File: src/sv/irqot_pkg.sv
`timescale 1ns / 1ps
// ----------------------------------------------------------------------------
// irqot_pkg: shared types and constants of the interrupt ownership table
// Holds the command and status codes and the request and response beats.
// ----------------------------------------------------------------------------
package irqot_pkg;

  localparam int LINE_W = 4;
  localparam int TASK_W = 16;
  localparam int MASK_W = 16;
  localparam int LINE_SPAN = 1 << LINE_W;

  typedef enum logic [1:0] {
    CMD_REGISTER = 2'd0,
    CMD_RELEASE  = 2'd1,
    CMD_EVENT    = 2'd2,
    CMD_POLL     = 2'd3
  } cmd_t;

  typedef enum logic [1:0] {
    ST_OK       = 2'd0,
    ST_BAD_LINE = 2'd1,
    ST_NO_RIGHT = 2'd2,
    ST_OWNED    = 2'd3
  } status_t;

  typedef struct packed {
    cmd_t              cmd;
    logic [LINE_W-1:0] irq_line;
    logic [TASK_W-1:0] task_id;
    logic [MASK_W-1:0] rights_mask;
    logic              delivery_ok;
  } req_t;

  typedef struct packed {
    status_t           status;
    logic              notify_owner;
    logic [TASK_W-1:0] owner_out;
    logic [LINE_W-1:0] poll_line;
    logic              eoi_master;
    logic              eoi_slave;
  } rsp_t;

endpackage

File: src/sv/irq_ownership_table.sv
`timescale 1ns / 1ps
// ----------------------------------------------------------------------------
// irq_ownership_table: interrupt line ownership and pending-count table
// Register, release, event and poll commands on a table of owned lines.
// ----------------------------------------------------------------------------
//  channel  direction  handshake             beat
//  req      in         req_valid, req_stall  irqot_pkg::req_t
//  rsp      out        rsp_valid, rsp_stall  irqot_pkg::rsp_t
//
// One request beat is accepted in every cycle while req_stall is low. The
// accepting edge loads the input register. From there the beat moves through
// the table logic into the result register, where the table is updated and
// from which the response is offered. Reset clears the owned bits, the pending
// counts and both valid flags. A stalled response holds the input register,
// and req_stall rises only while both registers are full.
module irq_ownership_table #(
  parameter int NUM_LINES   = 16,
  parameter int COUNT_WIDTH = 32
) (
  input  logic            clk,
  input  logic            rst,
  input  logic            req_valid,
  output logic            req_stall,
  input  irqot_pkg::req_t req,
  output logic            rsp_valid,
  input  logic            rsp_stall,
  output irqot_pkg::rsp_t rsp
);

  localparam int TABLE_LINES =
    (NUM_LINES < irqot_pkg::LINE_SPAN) ? NUM_LINES : irqot_pkg::LINE_SPAN;

  logic                             item_valid;
  irqot_pkg::req_t                  item;
  logic                             out_free;
  logic                             advance;
  logic                             accept;

  logic [TABLE_LINES-1:0]           owned;
  logic [TABLE_LINES-1:0]           owned_next;
  logic [irqot_pkg::TASK_W-1:0]     owner [TABLE_LINES];
  logic [TABLE_LINES-1:0]           owner_we;
  logic [COUNT_WIDTH-1:0]           count [TABLE_LINES];
  logic [COUNT_WIDTH-1:0]           count_next [TABLE_LINES];

  logic [TABLE_LINES-1:0]           hit;
  logic [TABLE_LINES-1:0]           match;
  logic [TABLE_LINES-1:0]           cand;
  logic [TABLE_LINES-1:0]           pick;
  logic                             in_range;
  logic                             hit_owned;
  logic [irqot_pkg::TASK_W-1:0]     hit_owner;
  logic [irqot_pkg::LINE_W-1:0]     pick_line;
  irqot_pkg::rsp_t                  rsp_next;

  assign out_free  = !rsp_valid || !rsp_stall;
  assign advance   = item_valid && out_free;
  assign req_stall = item_valid && !out_free;
  assign accept    = req_valid && !req_stall;

  always_comb begin
    in_range  = (32'(item.irq_line) < NUM_LINES);
    hit_owner = '0;
    pick_line = '0;
    for (int i = 0; i < TABLE_LINES; i++) begin
      hit[i]   = (item.irq_line == irqot_pkg::LINE_W'(i));
      match[i] = owned[i] && (owner[i] == item.task_id);
      cand[i]  = match[i] && (count[i] != '0);
    end
    hit_owned = |(hit & owned);
    pick      = cand & (~cand + TABLE_LINES'(1));
    for (int i = 0; i < TABLE_LINES; i++) begin
      if (hit[i] && owned[i]) begin
        hit_owner = hit_owner | owner[i];
      end
      if (pick[i]) begin
        pick_line = pick_line | irqot_pkg::LINE_W'(i);
      end
    end

    rsp_next   = '0;
    owned_next = owned;
    owner_we   = '0;
    count_next = count;
    case (item.cmd)
      irqot_pkg::CMD_REGISTER: begin
        if (item.irq_line == '0 || !in_range) begin
          rsp_next.status = irqot_pkg::ST_BAD_LINE;
        end else if (!item.rights_mask[item.irq_line]) begin
          rsp_next.status = irqot_pkg::ST_NO_RIGHT;
        end else if (hit_owned) begin
          rsp_next.status = irqot_pkg::ST_OWNED;
        end else begin
          owner_we   = hit;
          owned_next = owned | hit;
          for (int i = 0; i < TABLE_LINES; i++) begin
            if (hit[i]) begin
              count_next[i] = '0;
            end
          end
        end
      end
      irqot_pkg::CMD_RELEASE: begin
        owned_next = owned & ~match;
        for (int i = 0; i < TABLE_LINES; i++) begin
          if (match[i]) begin
            count_next[i] = '0;
          end
        end
      end
      irqot_pkg::CMD_EVENT: begin
        if (!in_range) begin
          rsp_next.status = irqot_pkg::ST_BAD_LINE;
        end else if (hit_owned) begin
          rsp_next.notify_owner = 1'b1;
          rsp_next.owner_out    = hit_owner;
          for (int i = 0; i < TABLE_LINES; i++) begin
            if (hit[i] && owned[i] && !item.delivery_ok && count[i] != '1) begin
              count_next[i] = count[i] + COUNT_WIDTH'(1);
            end
          end
        end
        rsp_next.eoi_master = 1'b1;
        rsp_next.eoi_slave  = item.irq_line[irqot_pkg::LINE_W-1];
      end
      irqot_pkg::CMD_POLL: begin
        rsp_next.poll_line = pick_line;
        for (int i = 0; i < TABLE_LINES; i++) begin
          if (pick[i]) begin
            count_next[i] = count[i] - COUNT_WIDTH'(1);
          end
        end
      end
      default: begin
      end
    endcase
  end

  always_ff @(posedge clk) begin
    if (rst) begin
      item_valid <= 1'b0;
      rsp_valid  <= 1'b0;
    end else begin
      if (accept) begin
        item_valid <= 1'b1;
      end else if (advance) begin
        item_valid <= 1'b0;
      end
      if (out_free) begin
        rsp_valid <= item_valid;
      end
    end
  end

  always_ff @(posedge clk) begin
    if (accept) begin
      item <= req;
    end
    if (advance) begin
      rsp <= rsp_next;
    end
  end

  always_ff @(posedge clk) begin
    if (rst) begin
      owned <= '0;
      for (int i = 0; i < TABLE_LINES; i++) begin
        count[i] <= '0;
      end
    end else if (advance) begin
      owned <= owned_next;
      count <= count_next;
    end
  end

  always_ff @(posedge clk) begin
    if (advance) begin
      for (int i = 0; i < TABLE_LINES; i++) begin
        if (owner_we[i]) begin
          owner[i] <= item.task_id;
        end
      end
    end
  end

  // Line zero can never be claimed.
  a_line_zero_free: assert property (@(posedge clk) disable iff (rst) !owned[0])
    else $error("line zero became owned");

  // At most one line is picked by a poll.
  a_pick_onehot: assert property (@(posedge clk) disable iff (rst) $onehot0(pick))
    else $error("poll picked more than one line");

  // A notified owner always comes with an end-of-interrupt to the master.
  a_notify_eoi: assert property (@(posedge clk) disable iff (rst)
    rsp_valid && rsp.notify_owner |-> rsp.eoi_master)
    else $error("owner notified without end-of-interrupt");

  // A polled line is reported only by a successful poll, never by an event.
  a_poll_clean: assert property (@(posedge clk) disable iff (rst)
    rsp_valid && rsp.poll_line != '0 |->
      rsp.status == irqot_pkg::ST_OK && !rsp.eoi_master && !rsp.notify_owner)
    else $error("poll line reported outside a poll");

endmodule
File: config.mk
export PLATFORM = sky130hd
export DESIGN_NAME = irq_ownership_table
export DESIGN_NICKNAME = d
export VERILOG_FILES = /design/src/sv/irqot_pkg.sv /design/src/sv/irq_ownership_table.sv
export SDC_FILE = /design/constraint.sdc
export NUM_CORES = 2
export LEC_CHECK = 0
export ABC_AREA = 1
export BUFFER_PORTS_ARGS = -buffer_cell sky130_fd_sc_hd__buf_2
export CORE_AREA = 2 2 356 358
export CTS_CLUSTER_DIAMETER = 80
export DETAILED_ROUTE_END_ITERATION = 16
export DIE_AREA = 0 0 358 360
export MAX_ROUTING_LAYER = met4
export PLACE_DENSITY = 0.71
export REMOVE_ABC_BUFFERS = 1
export SETUP_SLACK_MARGIN = 0.4
export SLEW_MARGIN = 20
export SYNTH_ARGS = -nofsm -noshare
export SYNTH_HDL_FRONTEND = slang
export SYNTH_SLANG_ARGS = --single-unit
File: constraint.sdc
create_clock -name clk -period 17.88 [get_ports clk]
set_clock_uncertainty 0.1 [all_clocks]
set_input_delay 0.894 -clock clk [delete_from_list [all_inputs] [get_ports clk]]
set_output_delay 0.894 -clock clk [all_outputs]
set_load 0.1 [all_outputs]
; ---- Yosys cells after proc, flatten, opt, wreduce, memory -nomap -nowiden
; Memory sizes are Yosys's and may differ from the RTL's.
; Cells that the tools add are included.
[op_classes]
bitwise = 22
add_sub_neg = 33
n_lt_le_gt_ge = 1
n_eq_ne = 117
reduce_logical = 144
mux = 209
[ops]
columns = op, n
row1 = $pmux 512 s4, 1
row2 = $mux 32, 63
row3 = $mux 480, 3
row4 = $mux 16, 38
row5 = $add 32x1->32 const B, 16
row6 = $mux 512, 1
row7 = $ne 32x32->1 const B, 16
row8 = $reduce_bool 32->1, 16
row9 = $sub 32x1->32 const B, 16
row10 = $eq 16x16->1, 16
row11 = $or 16x16->16, 16
row12 = $reduce_or 16->1, 16
row13 = $reduce_and 9->1, 15
row14 = $ne 2x2->1 const B, 67
row15 = $mux 4, 23
row16 = $logic_and 1x1->1, 83
row17 = $mux 1, 68
row18 = $and 16x16->16, 3
row19 = $eq 4x4->1 const B, 8
row20 = $not 16->16, 2
row21 = $pmux 16 s2, 1
row22 = $mux 17, 1
row23 = $add 16x1->16 const B, 1
row24 = $eq 4x3->1 const B, 4
row25 = other kinds (18), 32
[word_totals]
output_inout_bits = 27
word_cells = 558
n_memories = 1
in_bits = 43
mem_bits_rw = 256
reg_bits = 594
[memory_table]
columns = name, depth, word_bits, read_ports, rd_ports_with_merged_regs, write_ports, line_no
row1 = owner, 16, 16, 16, 0, 1, irq_ownership_table.sv:41  ; logic [irqot_pkg::TASK_W-1:0] owner [TABLE_LINES];

; ---- Longest topological paths before layout
[depth]
ltp_word = 34
ltp_mapped = 20
depth_no_buf = 18

; ---- Worst setup path after synthesis
; Ideal clock, no wire load.
[synth_timing]
path_kind = reg-to-reg
start = register item[38] (netlist bit)
end = register count[305] (netlist bit)
required_time_ns = 17.646
arrival_time_ns = 15.604
synth_period_minus_slack_ns = 15.838
path_stages_with_launch = 15
n_path_buf = 2
setup_time_ns = 0.134
path_slack_ns = 2.042
cell_sequence = edfxtp_1 -> clkbuf_1 -> nand2_1 -> clkinv_1 -> clkbuf_1 -> ha_1 -> a21oi_1 -> o21ai_0 -> a21boi_0 -> o21ai_0 -> nand2_1 -> nand2_1 -> or2_2 -> nand4_1 -> a21oi_1
[synth_via]
elab_chain_cells = 3
word_cells_on_any_way = 14
classes_between = eq/ne: 11 / mux: 1 / reduce/logical: 2
[synth_lines]
columns = item, line_no
row1 = from (decl), irq_ownership_table.sv:34  ; irqot_pkg::req_t item;
row2 = from (signal assigned), irq_ownership_table.sv:157  ; item <= req;
row3 = "$eq 2x2->1, or another cell as far along", irq_ownership_table.sv:85  ; case (item.cmd)
row4 = $ne 2x2->1 (no source line), -
row5 = $reduce_and 9->1 (no source line), -
row6 = to (signal assigned), irq_ownership_table.sv:172  ; count <= count_next;
row7 = to (decl), irq_ownership_table.sv:43  ; logic [COUNT_WIDTH-1:0] count [TABLE_LINES];
; Several ways; a longest one is shown, not always the timed one.
; A chain may end at the register's enable or synchronous reset.

; ---- Worst setup path in the final report
[layout_timing]
start = register item[37] (netlist bit)
end = register count[413] (netlist bit)
; The elaborated chain is that of the path after synthesis.

==> impl_metrics.csv <==
group,metric,value,unit
drt,via_count,70500,
clocking,worst_skew_pair.late_latency,0.75,ns
clocking,clk_path_buf_depth,3,
place,place.gp.congestion,1.022,
sta,period_share,33.25,%
grt,overflow,0,
worst_setup_path,crit_buf_inv,4,
cells_and_area,layout-drive-gt1-share,4.147,%
synthesis,yosysWarnings,0,
sta,max_freq,0.1682,GHz
drt,wl_per_cell,18.52,um
drt,routed_via_density,5.851,
floorplanning,coreArea,124900,sq um
worst_setup_path,r2r-end,"count[413]",
clocking,cts.sinks,834,
worst_setup_path,cp_slowest_cell,"buf_4",
outcome,outcome,"finished clean",
worst_setup_path,crit_path_end_kind,"register",
sta,drv_slew,0,
sta,worst_slew_pin_slew,1.157,ns
synthesis,yosys.cell_count.top_type,"nand2_1",
cells_and_area,syn_to_final_growth,8.064,%
pwr,p_per_area,64.56,nW/um^2
grt,first_global_vias,65750,
synthesis,ys.flop_type,"dfxtp_1",
sta,rsz0062_at_grt,"no",
worst_setup_path,path_cells,"nand2_2 > inv_8 > buf_4 > buf_4 > buf_4 > ha_1 > nand2_1 > nor2_1 > nand4_1 > o21ai_0 > nand2_1 > o21ai_0 > nand2_1 > nand2_1 > nand2_1 > nand2_1 > o21a_1 > nor2_1",
grt,grt_max_degree,145,
floorplanning,die_area,128900,sq um
floorplanning,start_util,54.79,%
min_path,min_to,"item[8]",
floorplanning,rows,130,
worst_setup_path,worst-endpoint-arrival,6.43,ns
synthesis,synth_top_area_share,15.50,%
synthesis,ys_seq_elements,834,
clocking,cts_setup_buffers,0,
synthesis,syn_avg_cell_area,6.621,sq um
place,place_area,70360,sq um
clocking,cts-root-buf,"clkbuf_16",
synthesis,netlist_top_cells_count,"nand2_1, nor2_1, a21oi_1",
floorplanning,die-width,358,um
grt,gr-usage-all-layers,34.51,%
worst_setup_path,start_kind,"register",
drt,wirelength,223200,um
worst_setup_path,reg2reg_depth,18,
pwr,power_leakage,30.69,nW
worst_setup_path,crit_family,"buffers and inverters",
clocking,ctsResizeCount,0,
worst_setup_path,reg2reg_slack,11.94,ns
min_path,hp-start,"req[8]",
min_path,worstHoldPathType,"in2reg",
synthesis,async_flop_share,0,%
cells_and_area,design_area,73960,sq um
clocking,cts_tree,"built",
synthesis,yosysTopAreaCell,"dfxtp_1",
run,max_cap_violations,0,
worst_setup_path,crit_required,18.36,ns
sta,whs,0.2379,ns
sta,maxSlewHeadroom,22.80,%
place,portBuffers,69,
min_path,hold_path_depth,1,
place,dp.cells,11850,
drt,drtIter0Drc,6781,
synthesis,yosysSeqAreaShare,28.84,%
drt,drc,0,
pwr,vdd_drop_max,0.08544,mV
synthesis,netlist_area,68440,sq um
cells_and_area,fin_nets,10840,
worst_setup_path,rr_startpoint,"item[37]",
synthesis,ys_types,58,
clocking,htree_num_levels,3,
synthesis,yosys-top-cells-area,"dfxtp_1, nand2_1, edfxtp_1",
synthesis,synth-edff-count,304,
clocking,numCtsBuffers,101,
sta,finalSetupViolations,0,
floorplanning,die_h,360,um
grt,antenna_found_initial,10,
worst_setup_path,critical_path_class,"reg2reg",
drt,drt_first_pass_iters,9,
worst_setup_path,max_stage_delay,0.88,ns
place,hpwl,163400,um
worst_setup_path,crit_top_cell,"nand2_1",
clocking,postCtsHoldBufs,0,
sta,min_period,5.944,ns
synthesis,netlist_instances,10340,
clocking,clk_pin_slew,0.06,ns
floorplanning,io_pins,70,
worst_setup_path,cp_max_fo,144,
drt,antenna_left,0,
grt,grt_pass1_wl,352500,um
sta,fin_tns_setup,0,ns
cells_and_area,fin_cells,12050,
sta,finalHoldViolations,0,
cells_and_area,fillers,12210,
[worst reg2reg max path: stages, from the launching register on]
cell and delay, ns:
edfxtp_1 0.43, nand2_2 0.13, inv_8 0.68, buf_4 0.91, buf_4 0.74, buf_4 0.69
ha_1 0.36, nand2_1 0.11, nor2_1 0.22, nand4_1 0.10, o21ai_0 0.32, nand2_1 0.11
o21ai_0 0.44, nand2_1 0.14, nand2_1 0.09, nand2_1 0.05, nand2_1 0.06, o21a_1 0.10
nor2_1 0.04
[report_power, final]
group / total, W / internal [W] / leakage [nW] / switching (W)
Combinational: 0.000576 / 0.000160 / 21.9 / 0.000416
Clock: 0.00220 / 0.00129 / 1.73 / 0.000907
Sequential: 0.00200 / 0.00198 / 7.05 / 0.0000171
[flip-flops by register name (all words and copies together) (netlist names)]
name,flops
owned,16
item,39
rsp,25
rsp_valid,1
count,512
owner,240
item_valid,1
[final cells by class]
class                           count  area, sq um  share of cell area (%)
Inverter                          890         3358                   4.540
Clock buffer                      141         2861                   3.869
Timing Repair Buffer              148        959.7                   1.298
Multi-Input combinational cell   8330        44290                   59.88
Clock inverter                     51        676.9                  0.9152
Sequential cell                   834        19740                   26.69
Antenna cell                        6        15.01                 0.02030
Tap cell                         1650         2064                   2.791
[worst max path at each step]
| stage | startpoint | to | cells after the start |
|---|---|---|---|
| after global routing | item[37] | count[413] | 18 |
| after global placement | item[37] | count[413] | 18 |
| after CTS | item[37] | count[413] | 18 |
| after floorplan | item[38] | count[416] | 7 |
| final | item[37] | count[413] | 18 |
| after detailed placement | item[37] | count[413] | 18 |
[cells by family (layout without fill, tap and decap cells)]
family / count (synthesis) / count (layout) / synth area share [%]
compound gates: 1976 / 1976 / 16.03
xor+xnor: 475 / 475 / 6.078
fa+ha+maj: 496 / 496 / 9.243
buf+inv: 1173 / 1230 / 6.678
flops: 834 / 834 / 28.84
other cells: 0 / 6 / 0
simple gates: 5383 / 5383 / 33.13
[placed cells by master (no fill, tap or decap), drive strengths merged, types with 2 or more instances in the layout]
| cell | netlist | routed |
|---|---|---|
| bufinv | 0 | 11 |
| xor2 | 229 | 229 |
| a221oi | 53 | 53 |
| or2 | 32 | 32 |
| a311oi | 2 | 2 |
| edfxtp | 304 | 304 |
| a21o | 72 | 72 |
| o211ai | 15 | 15 |
| nor4 | 56 | 56 |
| o21bai | 64 | 64 |
| buf | 120 | 148 |
| nor2 | 1529 | 1529 |
| o21ai | 399 | 399 |
| nor3b | 21 | 21 |
| a31oi | 74 | 74 |
| o221ai | 3 | 3 |
| diode | 0 | 6 |
| clkinv | 9 | 34 |
| dfxtp | 530 | 530 |
| and2 | 9 | 9 |
| nand3b | 42 | 42 |
| a41oi | 17 | 17 |
| o2111ai | 3 | 3 |
| a22oi | 2 | 2 |
| nand4 | 336 | 336 |
| a211oi | 9 | 9 |
| a21boi | 29 | 29 |
| a21oi | 1144 | 1144 |
| nor3 | 95 | 95 |
| o21a | 61 | 61 |
| nand3 | 661 | 661 |
| o22ai | 21 | 21 |
| a22o | 5 | 5 |
| xnor2 | 246 | 246 |
| clkbuf | 163 | 141 |
| nand2 | 2600 | 2600 |
| inv | 881 | 891 |
| ha | 480 | 480 |
| fa | 16 | 16 |
| clkinvlp | 0 | 5 |
[per-layer routing]
| layer | vias to the layer above | part of all wire [%] | global-route usage, % |
|---|---|---|---|
| met5 | - | 0 | - |
| met4 | 0 | 3.9 | 12.04 |
| met3 | 454 | 6.7 | 4.522 |
| met2 | 2342 | 45 | 54.60 |
| met1 | 32830 | 44 | 45.18 |
| li1 | 34870 | - | - |
[metrics by stage]
step | utilization, % | worst slack, ns | power, W
2_1_floorplan | - | 0.05953 | 0.002424
3_3_place_gp | 56.32 | 12.01 | 0.002599
3_5_place_dp | 56.32 | 11.98 | 0.002605
4_1_cts | 59.15 | 11.99 | 0.004797
5_1_grt | 59.21 | 11.45 | 0.004941
6_report | 59.21 | 11.94 | 0.004775
Note: power is estimated with default switching activity, not from simulation.
